### src/rtl/lws_pkg.sv
// Shared constants, types and codes for the latency window statistics block.
// No dependencies; every other file but lws_ram imports this package.
package lws_pkg;

  localparam int WINDOW_DEPTH = 1024;
  localparam int PTR_W        = $clog2(WINDOW_DEPTH);
  localparam int CNT_W        = $clog2(WINDOW_DEPTH + 1);

  localparam int DATA_W     = 64;
  localparam int EDGE_W     = 32;
  localparam int EDGE_COUNT = 5;
  localparam int BIN_COUNT  = 6;
  localparam int BIN_W      = 3;

  // serial datapath: DIGIT_W bits per cycle
  localparam int DIGIT_W = 2;
  localparam int DIGITS  = DATA_W / DIGIT_W;
  localparam int STEP_W  = $clog2(DIGITS);

  localparam int IN_W     = 2 * DATA_W;
  localparam int OUT_BITS = 5 * DATA_W + BIN_W;
  localparam int OUT_W    = ((OUT_BITS + 7) / 8) * 8;

  localparam int CFG_IDX_W  = 3;
  localparam int CFG_DATA_W = EDGE_W;

  localparam logic [EDGE_COUNT-1:0][EDGE_W-1:0] EDGE_RESET = {
    32'd5000, 32'd2000, 32'd1000, 32'd500, 32'd250
  };

  typedef enum logic [CFG_IDX_W-1:0] {
    REG_BIN_EDGE_ONE   = 3'd0,
    REG_BIN_EDGE_TWO   = 3'd1,
    REG_BIN_EDGE_THREE = 3'd2,
    REG_BIN_EDGE_FOUR  = 3'd3,
    REG_BIN_EDGE_FIVE  = 3'd4
  } cfg_reg_t;

  typedef enum logic [2:0] {
    ST_IDLE,
    ST_READ,
    ST_SCAN,
    ST_DIVIDE,
    ST_FINISH
  } state_t;

  typedef struct packed {
    logic                  below_min;
    logic                  above_max;
    logic [EDGE_COUNT-1:0] below_edge;
  } scan_flags_t;

endpackage

### src/rtl/lws_divider.sv
// Restoring divider, DIGIT_W quotient bits per cycle, for the window average.
// Divides the 64-bit window sum by the fill count. Depends on lws_pkg.
module lws_divider (
  input  logic                       clk,
  input  logic                       rst,
  input  logic                       start,
  input  logic [lws_pkg::DATA_W-1:0] dividend,
  input  logic [lws_pkg::CNT_W-1:0]  divisor,
  output logic                       done,
  output logic [lws_pkg::DATA_W-1:0] quotient
);
  import lws_pkg::*;

  logic              busy;
  logic [STEP_W-1:0] step;
  logic [CNT_W-1:0]  div_q;
  logic [CNT_W-1:0]  rem;

  logic [CNT_W-1:0]  rem_next;
  logic [DATA_W-1:0] quo_next;
  logic [CNT_W:0]    trial;

  always_comb begin
    rem_next = rem;
    quo_next = quotient;
    trial    = '0;
    for (int k = 0; k < DIGIT_W; k++) begin
      trial    = {rem_next, quo_next[DATA_W-1]};
      quo_next = {quo_next[DATA_W-2:0], 1'b0};
      if (trial >= {1'b0, div_q}) begin
        rem_next    = CNT_W'(trial - {1'b0, div_q});
        quo_next[0] = 1'b1;
      end else begin
        rem_next = trial[CNT_W-1:0];
      end
    end
  end

  always_ff @(posedge clk) begin
    if (rst) begin
      busy <= 1'b0;
      done <= 1'b0;
      step <= '0;
    end else begin
      done <= 1'b0;
      if (start) begin
        busy <= 1'b1;
        step <= '0;
      end else if (busy) begin
        step <= step + 1'b1;
        if (step == STEP_W'(DIGITS - 1)) begin
          busy <= 1'b0;
          done <= 1'b1;
        end
      end
    end
  end

  // the dividend shifts out of the top while quotient bits enter at the bottom
  always_ff @(posedge clk) begin
    if (start) begin
      quotient <= dividend;
      div_q    <= divisor;
      rem      <= '0;
    end else if (busy) begin
      quotient <= quo_next;
      rem      <= rem_next;
    end
  end

endmodule

### config.mk
export PLATFORM = sky130hd
export DESIGN_NAME = lws_divider
export DESIGN_NICKNAME = d
export VERILOG_FILES = /design/src/rtl/lws_pkg.sv /design/src/rtl/lws_divider.sv
export SDC_FILE = /design/constraint.sdc
export NUM_CORES = 1
export LEC_CHECK = 0
export ABC_AREA = 1
export BUFFER_PORTS_ARGS = -buffer_cell sky130_fd_sc_hd__buf_4
export CAP_MARGIN = 20
export CORE_MARGIN = 2
export CORE_UTILIZATION = 30
export CTS_CLUSTER_SIZE = 30
export DETAILED_ROUTE_END_ITERATION = 10
export HOLD_SLACK_MARGIN = 0.1
export PLACE_DENSITY = 0.52
export SETUP_SLACK_MARGIN = 0.4
export SLEW_MARGIN = 20
export SYNTH_ARGS = -nofsm -noshare
export SYNTH_HDL_FRONTEND = slang
export SYNTH_SLANG_ARGS = --single-unit
### constraint.sdc
create_clock -name clk -period 3.7 [get_ports clk]
set_input_delay 0.37 -clock clk [delete_from_list [all_inputs] [get_ports clk]]
set_output_delay 0.37 -clock clk [all_outputs]
set_load 0.02 [all_outputs]
==> results by group <==
Placed design
  – Total placed cells including tap cells: between 1000 and 1500
  – Post-Place Worst Slack: 9.74 ps
  – Placed cell areas: 6580 um^2
  – Number of input and output port buffers inserted: 142
  – Detail Placement HPWL: about 11 mm
  – Routability-driven placement congestion ratio: between 0.8 and 0.9

Synth
  – Dominant cell type by area after synthesis: sky130_fd_sc_hd__edfxtp_1
  – Nets in the synthesized netlist: 754
  – Sequential-to-total area share from yosys stat: 49.9%
  – Mean post-synth cell area: 8.06 um^2
  – Number of warnings reported in the yosys synthesis log: 0
  – Cell Area, Synth: approximately 5200 um^2
  – Share of the synthesized area in the top cell type: 43.0%
  – Cell types occupying the most area after synthesis: sky130_fd_sc_hd__edfxtp_1 (43%), sky130_fd_sc_hd__nand2_1 (22%), sky130_fd_sc_hd__dfxtp_1 (6.9%)
  – Mapped Cells: 650
  – Count of unique library cells instantiated by Yosys: 34
  – Seq cells post-synth: 93

Routing
  – Wire per inst: between 10 and 15 um
  – Uppermost metal layer occupied by signal nets: met4
  – Initial DRC count: 313
  – WL met3: 1.56 mm
  – Antenna Nets Post-Route: 0
  – Post-route met1 wirelength: about 6.3 mm
  – Drt first pass iters: 4
  – Total Routed Length: 15.3 mm
  – Routed vias: 4700
  – Detailed-routed wire length on met2: 7.19 mm
  – Vias per inst: between 4 and 5
  – Total DRC errors in the routed layout: 0

Floorplan
  – Horizontal die dimension: 136 um
  – Core area: 17200 um^2
  – Count of pins on the block boundary: 143
  – Die height: 136 um
  – Count of standard-cell rows: 48
  – Total Die Area: 18500 um^2
  – Initial core utilization: 30.5%

Timing
  – Fmax achieved: 0.301 GHz
  – Worst-case headroom to the max-slew limit: 44.5%
  – Max-slew violations: 0
  – Measured slew at the worst slew-check pin: 830 ps
  – Worst setup margin: 383 ps
  – Final hold vios: 0
  – Number of setup violations in the final report: 0
  – Final period utilization: 89.7%
  – RSZ-0062 raised after global routing: yes
  – Total negative slack: 0 ps
  – Setup Skew: roughly 5.3 ps
  – Tmin final: 3320 ps
  – Worst hold slack: 208 ps

Cells and area
  – Sequential cell area: 2610 um^2
  – Final core occ: 42.4%
  – Area Growth Syn to Fin: 39.0%
  – Non-Filler Cell Area, Final: 7280 um^2
  – Number of diodes added for antenna fixing: 0
  – Number of inserted filler cells in the final layout: approximately 1800
  – Most frequent standard cell in the layout excluding fill and tap cells: sky130_fd_sc_hd__nand2_1
  – Share of cells above drive strength 1: 30.3%
  – Final standard cell count with taps included and fillers excluded: 1037
  – Commonest cells after routing, fill and taps aside: sky130_fd_sc_hd__nand2_1 (288), sky130_fd_sc_hd__buf_4 (164), sky130_fd_sc_hd__edfxtp_1 (75)
  – Area of the multi-input gates: 2530 um^2
  – Number of nets in the layout: 911

Power and ir drop
  – Cell area power density: a little over 800 nW/um^2
  – Peak supply drop: 390 uV
  – Combinational share of power: 60.1%
  – Clock share of power: 15.9%
  – Leakage power: between 3 and 4 nW
  – Register share of total power: 24.0%
  – Switching power of the nets: 2.52 mW
  – Proportion of total power due to net switching: a little over two fifths
  – Cell internal pwr: 3.37 mW
  – Total chip power: just under 6 mW

GRT
  – Aggregate global-route resource usage: between 10% and 20%
  – Pin count of the biggest net entering global routing: 74
  – Global-route wire length before repair: ~23 mm
  – Via count of the first global-routing pass: 4581
  – Overflow left after global routing: 0
  – Antenna violations before repair: 0

Hold path
  – Class of the tightest hold or removal check: in -> reg
  – Worst hold path depth: 2

Worst setup path
  – Critical setup path kind: reg -> reg
  – Kind of end point of the critical path: flip-flop
  – Data required time at the worst endpoint: 3760 ps
  – Critical Path Fanout Max: 9
  – CP Data Arrival Time: 3370 ps
  – Logic depth of the worst register-to-register path: 22
  – Category of the worst setup path launch point: flip-flop

Clock network
  – Number of H-tree levels: 3
  – CTS tree: yes
  – Max Root-Sink Buffers: 2
  – Clock transition at the registers of the reported paths: 70 ps
  – Root buffer selected by CTS: sky130_fd_sc_hd__clkbuf_16
  – Clock sink count: 93
  – Worst-Skew Late Latency: 340 ps
  – CTS buffer count: 9
  – Hold buffers post-CTS: 0

Outcome
  – Outcome: complete, no violations

Run
  – MaxCap Viol Count: 0
==> power groups by stage <==
stage / clock [mW] / combinational [mW] / sequential (mW)
final: 0.936 / 3.54 / 1.41
after global routing: 0.998 / 3.88 / 1.43
after CTS: 0.964 / 2.94 / 1.41
after detailed placement: 0 / 2.75 / 1.43
after global placement: 0 / 2.78 / 1.43
after floorplan: 0 / 2.06 / 1.50
==> path summary, 6_finish.rpt <==
check / startpoint / to / slack, ps
worst max-delay path: div_q[0] / quotient[0] / 380
worst min-delay path: rst / busy / 210
worst max register to register: div_q[0] / quotient[0] / 380
worst min register to register: step[3] / step[3] / 440
==> cells in the mapped netlist, drive strengths merged <==
cell type	instances
fa	2
nand2	305
buf	11
nand4	16
a211oi	1
xnor2	4
a21oi	18
o21bai	1
nor3	3
a31oi	2
xor2	9
a21o	1
edfxtp	75
nor2	24
and3	2
inv	71
or2	1
ha	24
dfxtp	18
nand3	40
nand3b	1
o21ai	8
clkbuf	13
==> routing by layer <==
layer,vias to the layer above,GRT usage [%]
li1,2406,-
met4,0,4.86
met3,16,7.23
met1,2126,19.6
met5,-,0
met2,152,26.5
==> sequential cells by signal, indices dropped and copies added, names as in the netlist <==
register,cells
done,1
step,5
busy,1
div_q,11
rem,11
quotient,64
==> kinds of logic after synthesis <==
| group | count (synthesis) | share of synthesized area (%) |
|---|---|---|
| AOI/OAI and AO/OA | 31 | 3.37 |
| xor gates and xnor gates | 13 | 2.17 |
| adders and majority gates | 26 | 6.50 |
| buffers and inverters | 95 | 7.38 |
| DFF | 93 | 49.9 |
| and+or+nand+nor | 392 | 30.7 |
==> critical path, stage by stage, from the launching register on <==
cell and delay, ps:
sky130_fd_sc_hd__edfxtp_1 430, sky130_fd_sc_hd__ha_4 190, sky130_fd_sc_hd__fa_2 350, sky130_fd_sc_hd__inv_2 90, sky130_fd_sc_hd__nand2_2 60, sky130_fd_sc_hd__nand2_2 90
sky130_fd_sc_hd__nand2_2 60, sky130_fd_sc_hd__nand2_2 80, sky130_fd_sc_hd__nand3_4 120, sky130_fd_sc_hd__nand3_4 150, sky130_fd_sc_hd__o21ai_2 70, sky130_fd_sc_hd__nand2_1 90
sky130_fd_sc_hd__inv_2 50, sky130_fd_sc_hd__ha_4 260, sky130_fd_sc_hd__a21oi_4 170, sky130_fd_sc_hd__o21ai_4 90, sky130_fd_sc_hd__nand2_2 80, sky130_fd_sc_hd__nand3_2 70
sky130_fd_sc_hd__nand2_2 100, sky130_fd_sc_hd__inv_2 60, sky130_fd_sc_hd__a21oi_4 160, sky130_fd_sc_hd__buf_12 150, sky130_fd_sc_hd__a31oi_1 70
==> repair_timing <==
item / in CTS / in global routing
buffers inserted: 7 / 11
gates resized for setup: 11 / 51
pin swaps: 1 / 14
setup endpoints to repair: 12 / 12
cloned: 2 / 0
==> final cells by class <==
class	count	share of cell area, %
flip-flops and latches	93	35.9
multi-input cells	463	34.7
repair buffers	169	17.8
well taps	225	3.87
inverters	71	3.70
clock buffers	13	3.44
clock inverters	3	0.602
(Power assumes the default switching activity.)
