## src/rtl/lws_pkg.sv

```systemverilog
// Shared constants, types and codes for the latency window statistics block.
// No dependencies; every other file but lws_ram imports this package.
package lws_pkg;

  localparam int WINDOW_DEPTH = 1024;
  localparam int PTR_W        = $clog2(WINDOW_DEPTH);
  localparam int CNT_W        = $clog2(WINDOW_DEPTH + 1);

  localparam int DATA_W     = 64;
  localparam int EDGE_W     = 32;
  localparam int EDGE_COUNT = 5;
  localparam int BIN_COUNT  = 6;
  localparam int BIN_W      = 3;

  // serial datapath: DIGIT_W bits per cycle
  localparam int DIGIT_W = 2;
  localparam int DIGITS  = DATA_W / DIGIT_W;
  localparam int STEP_W  = $clog2(DIGITS);

  localparam int IN_W     = 2 * DATA_W;
  localparam int OUT_BITS = 5 * DATA_W + BIN_W;
  localparam int OUT_W    = ((OUT_BITS + 7) / 8) * 8;

  localparam int CFG_IDX_W  = 3;
  localparam int CFG_DATA_W = EDGE_W;

  localparam logic [EDGE_COUNT-1:0][EDGE_W-1:0] EDGE_RESET = {
    32'd5000, 32'd2000, 32'd1000, 32'd500, 32'd250
  };

  typedef enum logic [CFG_IDX_W-1:0] {
    REG_BIN_EDGE_ONE   = 3'd0,
    REG_BIN_EDGE_TWO   = 3'd1,
    REG_BIN_EDGE_THREE = 3'd2,
    REG_BIN_EDGE_FOUR  = 3'd3,
    REG_BIN_EDGE_FIVE  = 3'd4
  } cfg_reg_t;

  typedef enum logic [2:0] {
    ST_IDLE,
    ST_READ,
    ST_SCAN,
    ST_DIVIDE,
    ST_FINISH
  } state_t;

  typedef struct packed {
    logic                  below_min;
    logic                  above_max;
    logic [EDGE_COUNT-1:0] below_edge;
  } scan_flags_t;

endpackage

```

## src/rtl/lws_scan.sv

```systemverilog
// Digit-serial scan: latency subtraction, window sum update and all compares
// against min, max and bin edges, LSB digit first. Depends on lws_pkg.
module lws_scan (
  input  logic                                          clk,
  input  logic                                          rst,
  input  logic                                          load,
  input  logic                                          go,
  input  logic [lws_pkg::DATA_W-1:0]                    t_start,
  input  logic [lws_pkg::DATA_W-1:0]                    t_end,
  input  logic [lws_pkg::DATA_W-1:0]                    old_sample,
  input  logic [lws_pkg::DATA_W-1:0]                    sum_in,
  input  logic [lws_pkg::DATA_W-1:0]                    min_in,
  input  logic [lws_pkg::DATA_W-1:0]                    max_in,
  input  logic [lws_pkg::EDGE_COUNT-1:0][lws_pkg::EDGE_W-1:0] edges,
  output logic                                          done,
  output logic [lws_pkg::DATA_W-1:0]                    latency,
  output logic [lws_pkg::DATA_W-1:0]                    sum_out,
  output lws_pkg::scan_flags_t                          flags
);
  import lws_pkg::*;

  logic                               busy;
  logic [STEP_W-1:0]                  step;
  logic [DATA_W-1:0]                  a_sr, b_sr, old_sr, sum_sr, min_sr, max_sr;
  logic [EDGE_COUNT-1:0][EDGE_W-1:0]  edge_sr;
  logic                               bor_lat, bor_sum, car_sum;

  logic                               bor_lat_next, bor_sum_next, car_sum_next;
  scan_flags_t                        flags_next;
  logic [DIGIT_W-1:0]                 lat_dig, sum_dig;
  logic                               lbit, tbit;

  always_comb begin
    bor_lat_next = bor_lat;
    bor_sum_next = bor_sum;
    car_sum_next = car_sum;
    flags_next   = flags;
    lat_dig      = '0;
    sum_dig      = '0;
    lbit         = 1'b0;
    tbit         = 1'b0;
    for (int k = 0; k < DIGIT_W; k++) begin
      // end - start
      lbit = b_sr[k] ^ a_sr[k] ^ bor_lat_next;
      bor_lat_next = (~b_sr[k] & a_sr[k]) | (~b_sr[k] & bor_lat_next) |
                     (a_sr[k] & bor_lat_next);
      // sum - old + latency
      tbit = sum_sr[k] ^ old_sr[k] ^ bor_sum_next;
      bor_sum_next = (~sum_sr[k] & old_sr[k]) | (~sum_sr[k] & bor_sum_next) |
                     (old_sr[k] & bor_sum_next);
      lat_dig[k] = lbit;
      sum_dig[k] = tbit ^ lbit ^ car_sum_next;
      car_sum_next = (tbit & lbit) | (tbit & car_sum_next) | (lbit & car_sum_next);
      // the most significant differing bit decides, so later digits overwrite
      if (lbit != min_sr[k]) flags_next.below_min = ~lbit;
      if (lbit != max_sr[k]) flags_next.above_max = lbit;
      for (int e = 0; e < EDGE_COUNT; e++) begin
        if (lbit != edge_sr[e][k]) flags_next.below_edge[e] = ~lbit;
      end
    end
  end

  always_ff @(posedge clk) begin
    if (rst) begin
      busy <= 1'b0;
      done <= 1'b0;
      step <= '0;
    end else begin
      done <= 1'b0;
      if (go) begin
        busy <= 1'b1;
        step <= '0;
      end else if (busy) begin
        step <= step + 1'b1;
        if (step == STEP_W'(DIGITS - 1)) begin
          busy <= 1'b0;
          done <= 1'b1;
        end
      end
    end
  end

  always_ff @(posedge clk) begin
    if (load) begin
      a_sr <= t_start;
      b_sr <= t_end;
    end
    if (go) begin
      old_sr  <= old_sample;
      sum_sr  <= sum_in;
      min_sr  <= min_in;
      max_sr  <= max_in;
      edge_sr <= edges;
      bor_lat <= 1'b0;
      bor_sum <= 1'b0;
      car_sum <= 1'b0;
      flags   <= '0;
    end else if (busy) begin
      a_sr    <= a_sr >> DIGIT_W;
      b_sr    <= b_sr >> DIGIT_W;
      old_sr  <= old_sr >> DIGIT_W;
      sum_sr  <= sum_sr >> DIGIT_W;
      min_sr  <= min_sr >> DIGIT_W;
      max_sr  <= max_sr >> DIGIT_W;
      for (int e = 0; e < EDGE_COUNT; e++) begin
        edge_sr[e] <= edge_sr[e] >> DIGIT_W;
      end
      bor_lat <= bor_lat_next;
      bor_sum <= bor_sum_next;
      car_sum <= car_sum_next;
      flags   <= flags_next;
      latency <= {lat_dig, latency[DATA_W-1:DIGIT_W]};
      sum_out <= {sum_dig, sum_out[DATA_W-1:DIGIT_W]};
    end
  end

endmodule

```

## config.mk

```make
export PLATFORM = sky130hd
export DESIGN_NAME = lws_scan
export DESIGN_NICKNAME = d
export VERILOG_FILES = /design/src/rtl/lws_pkg.sv /design/src/rtl/lws_scan.sv
export SDC_FILE = /design/constraint.sdc
export NUM_CORES = 1
export LEC_CHECK = 0
export CORE_MARGIN = 2
export CORE_UTILIZATION = 35
export CTS_CLUSTER_SIZE = 10
export DETAILED_ROUTE_END_ITERATION = 6
export DONT_BUFFER_PORTS = 1
export SLEW_MARGIN = 20
export SYNTH_ARGS = -nofsm -noshare
export SYNTH_HDL_FRONTEND = slang
export SYNTH_SLANG_ARGS = --single-unit
```

## constraint.sdc

```tcl
create_clock -name clk -period 7.8 [get_ports clk]
set_input_delay 1.56 -clock clk [delete_from_list [all_inputs] [get_ports clk]]
set_output_delay 1.56 -clock clk [all_outputs]
set_load 0.02 [all_outputs]
```

==> run metrics <==
Async SR Flop Fraction 0%; Synth top area share 59.61%; critical path class in2reg; Sink Count 689; IO Port Bufs 0; nets@finish 2219; Final Wtd Congestion 0.9274; routed wl met3 6.573 mm; WHS 0.4515 ns; Clock Skews 0.04654 ns; number of hold buffers added after cts 0; Die ar. 80550 µm²; share of cells above drive strength 1 29.93%; CP max stage delay 1.00 ns; HP Class reg2reg; final non-filler cell total 2759; critical-path cell list and2b_4 -> buf_4; DP Wirelength 43.06 mm; Die Ht 283.8 µm; syn_nets 2217; Starting Density 35.37%; Post-Synthesis Cell Area 27400 µm²; CP Depth 2; worst reg2reg path depth 4; worst vdd ir 0.2003 mV; CP arrival 3.65 ns; FMAX 292.2 MHz; largest net degree at the start of global routing 435; CTS Buffer Depth 3; Slew headroom 33.02%; worst setup path end sum_out[43]$_DFFE_PP_; WP data required 8.03 ns; post-place instance area 28200 µm²; Site Rows 102; placed cells 2617; Final Cell Area 30700 µm²; Top Layer Used met5; RSZ-0062 raised after global routing false; Max Slew Vio Count 0; CP delay by family, top simple AND/OR/NAND/NOR gates; outcome completed; post-DR vias/cell 4.906; htree depth 3; Synth Area per Inst 16.50 µm²; slowest cell on the critical path and2b_4; CP startpoint go; DR WL/cell 22.58 µm; Tcrit/Tclk final 43.87%; final WL 62.30 mm; area of the core 77470 µm²; Ys Warns 0; global-route wire length before repair 90.04 mm; DRT antenna net count 0; Main synth FF type edfxtp_1; gr ovfl total 0; setup_tns 0 ns; CP startpoint kind primary input; synth top area cells edfxtp_1 (60%), mux2_2 (16%), dfxtp_1 (11%); IO Pins 684; TritonCTS clock tree built; DR DRC count 0; register area share after synthesis 70.20%; number of synthesized register bits 689; Post-CTS Resized 0; DRT Pass-1 Iters 5; vias in the first global route 13710; count leader, synth edfxtp_1; Root Buffer clkbuf_16; Die Wd 283.8 µm; worst-path fanout max 434; RR Endpoint min_sr[3]$_DFFE_PP_; initial antenna violation count 27; P_leak 10.77 nW; Critical path buffers and inverters 1; Global Route Usage Sum 14.81%; Power Density 281.9 nW/µm²; CP endpoint kind flop; vias 13540; Detailed Route Iter0 Violations 739; Fin. Hold Viols 0; clk slew on worst S/H paths 0.05 ns; Num CTS Buffers 83; routed wl met2 31.74 mm; worst flop-to-flop path startpoint busy$_SDFF_PP0_; Max Cap Viol 0; worst-skew pair later-pin latency 0.62 ns; Hold Startpoint a_sr[49]$_DFF_P_; fin crit period 3.422 ns; Area growth syn-to-layout 12.04%; Post-synth top cells edfxtp_1 (544), mux2_2 (398), dfxtp_1 (145), mux2i_1 (133), nand2_1 (131); number of flops mapped to enable cells by yosys 544; Worst R2R Setup Slack 4.74 ns; Setup Buffers After CTS 0; wire length on met1 22.12 mm; Slew @ Worst Pin 1.005 ns; cell taking the most area after synthesis edfxtp_1; Post-Syn Instances 1661; Distinct cells, synth 33; Setup violations, final 0; total power 8.656 mW
final cells by class:
cell class,count,area (µm²)
inverter,11,41.29
antenna,15,37.54
clock buffer,113,2272
multi-input combinational,867,7515
sequential,689,19240
fill,7130,46760
timing repair buffer,11,127.6
clock inverter,13,171.4
tap,1040,1301
layout by cell type, fill, tap and decap left out, drive strengths merged, types with 2 or more instances in the layout:
master,n
mux2i,133
nand3,2
diode,15
edfxtp,544
mux2,398
inv,16
buf,11
o22ai,6
a21o,6
nor2,9
clkinv,7
clkbuf,113
ha,2
dfxtp,145
a211oi,6
nand2,131
nor3,6
nand2b,2
xor2,2
o21ai,131
a21oi,2
fa,6
and2,18
how the worst min path moves through the flow:
stage          slack, ns  cells after the start          endpoint
5_1_grt             0.48                      2  b_sr[52]$_DFF_P_
6_report            0.45                      2  a_sr[47]$_DFF_P_
3_5_place_dp        0.44                      2  a_sr[47]$_DFF_P_
3_3_place_gp        0.43                      2  a_sr[43]$_DFF_P_
2_1_floorplan       0.42                      2   a_sr[0]$_DFF_P_
4_1_cts             0.45                      2  a_sr[51]$_DFF_P_
power breakdown:
group / internal (mW) / switching, mW / total [mW] / leakage (nW)
Combinational: 0.298 / 0.248 / 0.547 / 2.99
Sequential: 4.40 / 0.193 / 4.59 / 6.60
Clock: 2.06 / 1.45 / 3.52 / 1.19
layer usage:
layer | track usage (%) | vias to the layer above
met1 | 15.77 | 6607
met4 | 5.344 | 16
met5 | 0 | -
met3 | 6.696 | 123
li1 | - | 6269
met2 | 25.75 | 522
kinds of logic after synthesis:
family	share of synthesized area, %
adder cells (fa/ha/maj)	0.5296
multiplexers	21.21
XOR/XNOR	0.09590
buffers and inverters	2.392
flip-flops	70.20
AND/OR/NAND/NOR	2.644
AO/OA/AOI/OAI	2.922
registers in the layout, indices dropped and copies added (netlist names):
signal / flops
a_sr: 64
b_sr: 64
bor_lat: 1
bor_sum: 1
busy: 1
car_sum: 1
done: 1
edge_sr: 160
flags: 7
latency: 64
max_sr: 64
min_sr: 64
old_sr: 64
step: 5
sum_out: 64
sum_sr: 64
per-stage QoR:
| stage | util, % | worst slack, ns |
|---|---|---|
| floorplan | - | 0.1461 |
| global placement | 36.40 | 4.052 |
| detailed placement | 36.40 | 3.947 |
| CTS | 39.55 | 4.636 |
| global route | 39.62 | 4.419 |
| finish | 39.64 | 4.378 |
Power figures use the tool's default switching activity.
